**config.mk**
```make
export PLATFORM = sky130hd
export DESIGN_NAME = lcs_length_engine_top_flat
export DESIGN_NICKNAME = d
export VERILOG_FILES = /design/src/rtl/lcs_pkg.sv /design/src/rtl/lcs_ifs.sv /design/src/rtl/lcs_ram.sv /design/src/rtl/lcs_cell_unit.sv /design/src/rtl/lcs_length_engine_top.sv /design/src/flat_wrapper.sv
export SDC_FILE = /design/constraint.sdc
export NUM_CORES = 2
export LEC_CHECK = 0
export BUFFER_PORTS_ARGS = -buffer_cell sky130_fd_sc_hd__buf_2
export CORE_MARGIN = 4
export CORE_UTILIZATION = 40
export DETAILED_ROUTE_END_ITERATION = 6
export PLACE_DENSITY = 0.54
export RECOVER_POWER = 25
export SLEW_MARGIN = 20
export SYNTH_ARGS = -nofsm -noshare
export SYNTH_HDL_FRONTEND = slang
export SYNTH_MEMORY_MAX_BITS = 65536
export SYNTH_SLANG_ARGS = --single-unit
```
**constraint.sdc**
```tcl
create_clock -name clk -period 16.35 [get_ports clk]
set_input_delay 3.27 -clock clk [delete_from_list [all_inputs] [get_ports clk]]
set_output_delay 3.27 -clock clk [all_outputs]
set_load 0.01 [all_outputs]
```
**src/rtl/lcs_pkg.sv**
```systemverilog
package lcs_pkg;

	// defaults for the top-level parameters
	localparam int MAX_LEN_DEF   = 64;
	localparam int ELEM_BITS_DEF = 32;

	// width of the length registers and of every table value
	localparam int LEN_W = 7;

	// configuration register map
	localparam int CFG_IDX_W = 4;
	localparam logic [CFG_IDX_W-1:0] CFG_LENGTH_A = CFG_IDX_W'(0);
	localparam logic [CFG_IDX_W-1:0] CFG_LENGTH_B = CFG_IDX_W'(1);

	typedef enum logic [1:0] {
		ST_LOAD,
		ST_RUN,
		ST_DRAIN
	} lcs_state_t;

	// control handed to the cell unit along with the operands
	typedef struct packed {
		logic valid;
		logic first_col;
		logic first_row;
	} lcs_cell_ctl_t;

endpackage

```
**src/rtl/lcs_ifs.sv**
```systemverilog
interface lcs_elem_if import lcs_pkg::*; #(
	parameter int ElemBits = ELEM_BITS_DEF
) ();
	logic                       valid;
	logic                       ready;
	logic signed [ElemBits-1:0] element_value;

	modport source (output valid, output element_value, input ready);
	modport sink (input valid, input element_value, output ready);
endinterface

interface lcs_result_if import lcs_pkg::*; ();
	logic             valid;
	logic             ready;
	logic [LEN_W-1:0] lcs_length;

	modport source (output valid, output lcs_length, input ready);
	modport sink (input valid, input lcs_length, output ready);
endinterface

interface lcs_cfg_if import lcs_pkg::*; ();
	logic                 valid;
	logic                 ready;
	logic [CFG_IDX_W-1:0] index;
	logic [LEN_W-1:0]     data;

	modport source (output valid, output index, output data, input ready);
	modport sink (input valid, input index, input data, output ready);
endinterface

```
**src/rtl/lcs_ram.sv**
```systemverilog
module lcs_ram #(
	parameter int Width = 8,
	parameter int Depth = 64,
	localparam int AddrW = (Depth > 1) ? $clog2(Depth) : 1
) (
	input  logic             clk,
	input  logic             we,
	input  logic [AddrW-1:0] waddr,
	input  logic [Width-1:0] wdata,
	input  logic [AddrW-1:0] raddr,
	output logic [Width-1:0] rdata
);

	logic [Width-1:0] mem [Depth];

	always_ff @(posedge clk) begin
		if (we) begin
			mem[waddr] <= wdata;
		end
		rdata <= mem[raddr];
	end

endmodule

```
**src/rtl/lcs_cell_unit.sv**
```systemverilog
module lcs_cell_unit import lcs_pkg::*; #(
	parameter int ElemBits = ELEM_BITS_DEF
) (
	input  logic                clk,
	input  lcs_cell_ctl_t       ctl,
	input  logic [ElemBits-1:0] a_val,
	input  logic [ElemBits-1:0] b_val,
	input  logic [LEN_W-1:0]    up_raw,
	output logic [LEN_W-1:0]    cell_out
);

	logic [LEN_W-1:0] left_q;
	logic [LEN_W-1:0] diag_q;
	logic [LEN_W-1:0] up;
	logic [LEN_W-1:0] left;
	logic [LEN_W-1:0] diag;

	// row above the first and column left of the first read as zero
	always_comb begin
		up   = ctl.first_row ? '0 : up_raw;
		left = ctl.first_col ? '0 : left_q;
		diag = ctl.first_col ? '0 : diag_q;
		if (a_val == b_val) begin
			cell_out = LEN_W'(diag + 1'b1);
		end else begin
			cell_out = (up > left) ? up : left;
		end
	end

	always_ff @(posedge clk) begin
		if (ctl.valid) begin
			left_q <= cell_out;
			diag_q <= up;
		end
	end

endmodule

```
**src/rtl/lcs_length_engine_top.sv**
```systemverilog
// lcs length engine: length of the longest common subsequence of two sequences
// loading takes one element per cycle while element ready is high; the last b element starts the table walk
// compute walks the table one cell per cycle through one shared compare/max unit, with a
// drain state after each row; the result register loads during the drain of the last row
// element ready stays low during compute; the next load can start while a result waits
// reset clears control state and sets both lengths to 1; the element stores are not cleared
module lcs_length_engine_top import lcs_pkg::*; #(
	parameter int MAX_LEN   = MAX_LEN_DEF,
	parameter int ELEM_BITS = ELEM_BITS_DEF
) (
	input logic           clk,
	input logic           arst_n,
	lcs_elem_if.sink      elem,
	lcs_result_if.source  result,
	lcs_cfg_if.sink       cfg
);

	localparam int AW = (MAX_LEN > 1) ? $clog2(MAX_LEN) : 1;       // element store address
	localparam int DW = $clog2(MAX_LEN + 1);                         // dp row address
	localparam int CW = LEN_W + 1;                                   // load counter

	// configuration registers, raw bits as written
	logic [LEN_W-1:0] length_a_q;
	logic [LEN_W-1:0] length_b_q;

	// effective lengths after clamping
	logic [LEN_W-1:0] la;
	logic [LEN_W-1:0] lb;
	logic [CW-1:0]    total;

	// sequencer state
	lcs_state_t       state_q;
	lcs_state_t       state_d;
	logic [CW-1:0]    load_cnt_q;
	logic [LEN_W-1:0] row_q;
	logic [LEN_W-1:0] col_q;

	// execute stage of the cell pipeline
	logic             ex_v_s1;
	logic [LEN_W-1:0] ex_col_s1;

	// output register
	logic             out_valid_q;
	logic [LEN_W-1:0] out_data_q;

	logic elem_xfer;
	logic a_phase;
	logic last_elem;
	logic row_done;
	logic last_row;

	logic [ELEM_BITS-1:0] a_rdata;
	logic [ELEM_BITS-1:0] b_rdata;
	logic [LEN_W-1:0]     dp_rdata;
	logic [LEN_W-1:0]     cell_val;
	logic [AW-1:0]        b_waddr;
	lcs_cell_ctl_t        cell_ctl;

	// a length of zero means one, anything beyond the store depth means the depth
	function automatic logic [LEN_W-1:0] eff_len(input logic [LEN_W-1:0] raw);
		logic [LEN_W-1:0] v;
		v = raw;
		if (raw == '0) begin
			v = LEN_W'(1);
		end else if (int'(raw) > MAX_LEN) begin
			v = LEN_W'(MAX_LEN);
		end
		return v;
	endfunction

	assign la    = eff_len(length_a_q);
	assign lb    = eff_len(length_b_q);
	assign total = CW'(la) + CW'(lb);

	// configuration writes, never stalled
	assign cfg.ready = 1'b1;

	always_ff @(posedge clk or negedge arst_n) begin
		if (!arst_n) begin
			length_a_q <= LEN_W'(1);
			length_b_q <= LEN_W'(1);
		end else if (cfg.valid) begin
			unique case (cfg.index)
				CFG_LENGTH_A: length_a_q <= cfg.data;
				CFG_LENGTH_B: length_b_q <= cfg.data;
				default: ;  // indexes beyond the map are dropped
			endcase
		end
	end

	// load phase decode: a entries first, then b; the final element
	// (or anything past it after a length change) lands in the last b entry
	assign a_phase   = load_cnt_q < CW'(la);
	assign last_elem = !a_phase &&
		!(((CW + 1)'(load_cnt_q) + (CW + 1)'(1)) < (CW + 1)'(total));

	// hold off the final element while an earlier result still waits
	assign elem.ready = (state_q == ST_LOAD) && !(last_elem && out_valid_q);
	assign elem_xfer  = elem.valid && elem.ready;

	assign b_waddr = last_elem ? AW'(lb - LEN_W'(1)) : AW'(load_cnt_q - CW'(la));

	assign row_done = (col_q == lb);
	assign last_row = (row_q == LEN_W'(la - LEN_W'(1)));

	// next state: RUN issues one cell per cycle, DRAIN lets the last cell of a row finish
	always_comb begin
		state_d = state_q;
		unique case (state_q)
			ST_LOAD: begin
				if (elem_xfer && last_elem) begin
					state_d = ST_RUN;
				end
			end
			ST_RUN: begin
				if (row_done) begin
					state_d = ST_DRAIN;
				end
			end
			ST_DRAIN: begin
				state_d = last_row ? ST_LOAD : ST_RUN;
			end
			default: state_d = ST_LOAD;
		endcase
	end

	always_ff @(posedge clk or negedge arst_n) begin
		if (!arst_n) begin
			state_q <= ST_LOAD;
		end else begin
			state_q <= state_d;
		end
	end

	// load counter, row and column counters
	always_ff @(posedge clk or negedge arst_n) begin
		if (!arst_n) begin
			load_cnt_q <= '0;
			row_q      <= '0;
			col_q      <= LEN_W'(1);
		end else begin
			unique case (state_q)
				ST_LOAD: begin
					if (elem_xfer) begin
						if (last_elem) begin
							load_cnt_q <= '0;
							row_q      <= '0;
							col_q      <= LEN_W'(1);
						end else begin
							load_cnt_q <= CW'(load_cnt_q + 1'b1);
						end
					end
				end
				ST_RUN: begin
					if (!row_done) begin
						col_q <= LEN_W'(col_q + 1'b1);
					end
				end
				ST_DRAIN: begin
					if (!last_row) begin
						row_q <= LEN_W'(row_q + 1'b1);
						col_q <= LEN_W'(1);
					end
				end
				default: ;
			endcase
		end
	end

	// execute stage follows each issued cell in the next cycle (store read latency)
	always_ff @(posedge clk or negedge arst_n) begin
		if (!arst_n) begin
			ex_v_s1 <= 1'b0;
		end else begin
			ex_v_s1 <= (state_q == ST_RUN);
		end
	end

	always_ff @(posedge clk) begin
		ex_col_s1 <= col_q;
	end

	// result register: the last cell of the last row is the answer
	always_ff @(posedge clk or negedge arst_n) begin
		if (!arst_n) begin
			out_valid_q <= 1'b0;
		end else if (state_q == ST_DRAIN && last_row) begin
			out_valid_q <= 1'b1;
		end else if (result.ready) begin
			out_valid_q <= 1'b0;
		end
	end

	always_ff @(posedge clk) begin
		if (state_q == ST_DRAIN && last_row) begin
			out_data_q <= cell_val;
		end
	end

	assign result.valid      = out_valid_q;
	assign result.lcs_length = out_data_q;

	// sequence a store, read at the current row
	lcs_ram #(
		.Width (ELEM_BITS),
		.Depth (MAX_LEN)
	) u_seq_a (
		.clk   (clk),
		.we    (elem_xfer && a_phase),
		.waddr (AW'(load_cnt_q)),
		.wdata (elem.element_value),
		.raddr (AW'(row_q)),
		.rdata (a_rdata)
	);

	// sequence b store, read at column - 1
	lcs_ram #(
		.Width (ELEM_BITS),
		.Depth (MAX_LEN)
	) u_seq_b (
		.clk   (clk),
		.we    (elem_xfer && !a_phase),
		.waddr (b_waddr),
		.wdata (elem.element_value),
		.raddr (AW'(col_q - LEN_W'(1))),
		.rdata (b_rdata)
	);

	// one dp row; entry 0 is never touched, the first row masks the reads
	// so no clearing pass is needed before a compute
	lcs_ram #(
		.Width (LEN_W),
		.Depth (MAX_LEN + 1)
	) u_dp_row (
		.clk   (clk),
		.we    (ex_v_s1),
		.waddr (DW'(ex_col_s1)),
		.wdata (cell_val),
		.raddr (DW'(col_q)),
		.rdata (dp_rdata)
	);

	assign cell_ctl.valid     = ex_v_s1;
	assign cell_ctl.first_col = (ex_col_s1 == LEN_W'(1));
	assign cell_ctl.first_row = (row_q == '0);

	// shared cell evaluator: match -> diagonal + 1, else max of up and left
	lcs_cell_unit #(
		.ElemBits (ELEM_BITS)
	) u_cell (
		.clk      (clk),
		.ctl      (cell_ctl),
		.a_val    (a_rdata),
		.b_val    (b_rdata),
		.up_raw   (dp_rdata),
		.cell_out (cell_val)
	);

endmodule

```
**src/flat_wrapper.sv**
```systemverilog
// flat-port wrapper written by rule: the top's interface ports become plain ports
module lcs_length_engine_top_flat import lcs_pkg::*;
#(
	parameter int MAX_LEN   = MAX_LEN_DEF,
	parameter int ELEM_BITS = ELEM_BITS_DEF
)
  (clk, arst_n, elem_valid, elem_element_value, elem_ready, result_valid, result_lcs_length, result_ready, cfg_valid, cfg_index, cfg_data, cfg_ready);
  lcs_elem_if #(.ElemBits(ELEM_BITS_DEF)) elem_i ();
  lcs_result_if result_i ();
  lcs_cfg_if cfg_i ();
  input logic clk;
  input logic arst_n;
  input wire logic [$bits(elem_i.valid)-1:0] elem_valid;
  input wire logic [$bits(elem_i.element_value)-1:0] elem_element_value;
  output wire logic [$bits(elem_i.ready)-1:0] elem_ready;
  output wire logic [$bits(result_i.valid)-1:0] result_valid;
  output wire logic [$bits(result_i.lcs_length)-1:0] result_lcs_length;
  input wire logic [$bits(result_i.ready)-1:0] result_ready;
  input wire logic [$bits(cfg_i.valid)-1:0] cfg_valid;
  input wire logic [$bits(cfg_i.index)-1:0] cfg_index;
  input wire logic [$bits(cfg_i.data)-1:0] cfg_data;
  output wire logic [$bits(cfg_i.ready)-1:0] cfg_ready;
  assign elem_i.valid = elem_valid;
  assign elem_i.element_value = elem_element_value;
  assign elem_ready = elem_i.ready;
  assign result_valid = result_i.valid;
  assign result_lcs_length = result_i.lcs_length;
  assign result_i.ready = result_ready;
  assign cfg_i.valid = cfg_valid;
  assign cfg_i.index = cfg_index;
  assign cfg_i.data = cfg_data;
  assign cfg_ready = cfg_i.ready;
  lcs_length_engine_top #(.MAX_LEN(MAX_LEN), .ELEM_BITS(ELEM_BITS)) u_core (.clk(clk), .arst_n(arst_n), .elem(elem_i), .result(result_i), .cfg(cfg_i));
endmodule
```
==> results.py <==
metrics = {
    "critical_path": {
        "path_cells": "clkbuf_1 -> buf_4 -> buf_4 -> mux4_2 -> mux4_2 -> o211ai_1 -> o211ai_1",
        "critPathKind": "flop to flop",
        "startpoint_type": "flop",
        "cpPeakStageDelay_ps": 6280,
        "crit_path_end_kind": "flop",
        "path_buf_inv": 3,
        "crit_family": "buffers and inverters",
        "crit_fanout": 100,
        "crit_required_ps": 17220,
        "slowest_stage": "clkbuf_1",
        "cp.arrival_ps": 12100,
    },
    "grt": {
        "grt_start_max_net_pins": 155,
        "antenna_found_initial": 59,
        "grt_pass1_vias": 83500,
        "overflow": 0,
        "grt_pass1_wl_um": 664000,
        "grt_usage_pct": 20.4,
    },
    "min_path": {
        "hp-class": "flop to flop",
    },
    "synthesis": {
        "synth_area_sq_um": 180000,
        "synth.avg_cell_area_sq_um": 24.4,
        "synthFlopType": "edfxtp_1",
        "ys_seq_area_share_pct": 77.8,
        "synth_edf_count": 4572,
        "async_reset_ff_share_pct": 0.853,
        "synth_warnings": 0,
        "syn_inst": 7367,
        "synth_cell_type_count": 74,
        "synth_nets": 7453,
        "ys_ff_latch": 4690,
    },
    "power_and_ir_drop": {
        "vdd.ir_drop.worst_mv": 0.236,
        "power_density_nw_per_um2": 179,
        "p_leak_nw": 61.8,
    },
    "detailed_routing": {
        "num_vias": 82300,
        "drt_iter0_markers": 10200,
        "viasPerCell": 5.83,
        "routed_wl_um": 474000,
        "drt_first_pass_iters": 6,
        "drc": 0,
        "drt-wirelength-per-cell_um": 33.6,
        "postRouteAntennaNets": 0,
    },
    "timing": {
        "period_minus_slack_ps": 11230,
        "tns_ps": 0,
        "rsz0062_at_grt": "no",
        "skew_ps": 95.5,
        "period_share_pct": 68.7,
        "drv_slew": 2329,
        "tightest_slew_ps": 9010,
        "fmaxAchievable_mhz": 89.0,
        "final_hold_viol_count": 0,
        "slew_headroom_pct": -501,
        "whs_ps": 488,
        "setup_violations": 0,
    },
    "final_layout": {
        "drive_gt1_share_pct": 31.5,
        "nNetsFinal": 7857,
        "final_util_pct": 45.7,
        "areaGrowthSynthToFinish_pct": 13.6,
    },
    "floorplan": {
        "dieArea_sq_um": 460000,
        "core_region_area_sq_um": 446000,
        "die_h_um": 678,
        "die_w_um": 678,
        "initial_core_util_pct": 40.3,
        "top_level_ports": 58,
        "placementRows": 245,
    },
    "clocking": {
        "cts_tree": "done",
        "clk_path_buf_depth": 4,
        "path_clk_slew_ps": 60,
        "clkLatencyLatePin_ps": 1030,
        "ctsHoldBuffers": 0,
        "cts_setup_buffers": 0,
        "htreeDepth": 5,
        "cts.sinks": 4690,
        "cts_buffers": 474,
        "root_buffer": "clkbuf_16",
        "cts-resized-gates": 0,
    },
    "place": {
        "hpwl_um": 274000,
        "io_buffers": 56,
        "globalplace.congestion": 0.846,
    },
    "status": {
        "violations": "capacitance limit, slew limit",
        "status": "finished with violations",
    },
    "flow_run": {
        "maxCapViolCount": 41,
    },
}
-- metrics by stage --
step / total power [W] / instance area (sq um) / std cells / worst slack (ps)
2_1_floorplan: 0.0214 / 180000 / 7367 / 8780
3_3_place_gp: 0.0263 / 189000 / 13200 / 7330
3_5_place_dp: 0.0264 / 189000 / 13200 / 7420
4_1_cts: 0.0370 / 204000 / 14100 / 6280
5_1_grt: 0.0380 / 204000 / 14100 / 3300
6_report: 0.0366 / 204000 / 14100 / 5120
-- layout by cell type (no fill, tap or decap), drive strengths merged, types with 36 or more instances in the layout --
cell type  instances
nand2             83
xnor2             49
clkbuf           649
dfrtp             37
clkinv           215
dfxtp             78
nor3              49
ha                36
edfxtp          4572
inv               44
mux4            1476
buf              258
nor2             220
-- report_power, final --
group	leakage (nW)	switching (W)	internal (W)	total [W]
logic	12.1	0.00697	0.00471	0.0117
clock network	7.37	0.00454	0.00599	0.0105
registers	42.3	0.000306	0.0141	0.0144
-- metal layers --
metal / wire, um / share of wire [%] / vias to the layer above / track usage [%]
met5: 230 / 0.048 / - / 0
met4: 11200 / 2.4 / 36 / 4.49
met3: 35600 / 7.5 / 594 / 3.66
met2: 222000 / 47 / 3070 / 31.7
met1: 205000 / 43 / 45900 / 30.3
li1: - / - / 32700 / -
-- cell usage after synthesis, drive strengths merged (12+ instances only) --
| library cell | number | area share (%) |
|---|---|---|
| ha | 36 | 0.25 |
| xor2 | 21 | 0.10 |
| dfrtp | 37 | 0.52 |
| buf | 166 | 0.45 |
| mux4 | 1476 | 18 |
| nor2 | 220 | 0.46 |
| nor3 | 49 | 0.14 |
| mux2 | 19 | 0.12 |
| xnor2 | 49 | 0.24 |
| edfxtp | 4572 | 76 |
| nor2b | 24 | 0.084 |
| dfxtp | 78 | 0.87 |
| inv | 30 | 0.063 |
| clkbuf | 208 | 0.43 |
| nand4 | 16 | 0.056 |
| o211ai | 18 | 0.075 |
| nand3 | 20 | 0.058 |
| mux2i | 31 | 0.17 |
| nand2 | 83 | 0.17 |
| and2 | 14 | 0.049 |
| or3 | 12 | 0.042 |
| a21oi | 34 | 0.097 |
| o21ai | 20 | 0.056 |
-- state kept, by name, indices dropped and copies added (netlist names), 8 cells and up --
signal / cells
u_core.u_seq_b.mem: 2048
u_core.u_seq_a.rdata: 32
u_core.u_seq_b.rdata: 32
u_core.u_seq_a.mem: 2048
u_core.load_cnt_q: 8
u_core.u_dp_row.mem: 455
-- logic make-up (layout without fill, tap and decap cells) --
family | count (synthesis) | in the layout | share of synthesized area (%)
xor gates and xnor gates | 70 | 70 | 0.341
DFF | 4690 | 4690 | 77.8
and+or+nand+nor | 492 | 492 | 1.27
adders and majority gates | 38 | 38 | 0.273
AOI/OAI and AO/OA | 145 | 145 | 0.553
buffers and inverters | 405 | 1209 | 0.952
other | 1 | 18 | 0.00209
muxes | 1526 | 1526 | 18.8
-- layout make-up --
class	instances	area, sq um
fillers	36800	242000
flip-flops and latches	4690	140000
multi-input cells	2272	39200
clock buffers	605	12600
well taps	5928	7420
clock inverters	271	2470
repair buffers	302	2420
inverters	31	118
diodes	17	42.5
-- worst paths after layout --
path                                       startpoint                  endpoint  slack [ps]  cells after the start
setup / recovery                      u_core.col_q[0]  u_core.u_dp_row.rdata[4]        5120                      7
hold / removal             u_core.u_dp_row.mem[64][0]  u_core.u_dp_row.rdata[0]         490                      2
setup reg to reg                      u_core.col_q[0]  u_core.u_dp_row.rdata[4]        5120                      7
hold reg to reg            u_core.u_dp_row.mem[64][0]  u_core.u_dp_row.rdata[0]         490                      2
max in group asynchronous                      arst_n           u_core.row_q[0]       11570                      1
min in group asynchronous                      arst_n            u_core.ex_v_s1        3000                      1
-- worst register-to-register path: stages (launching register included) --
cell and delay (ps):
dfstp_4 950, clkbuf_1 6320, buf_4 1420, buf_4 680, mux4_2 650, mux4_2 520, o211ai_1 340, o211ai_1 200
Note: power is estimated with default switching activity, not from simulation.
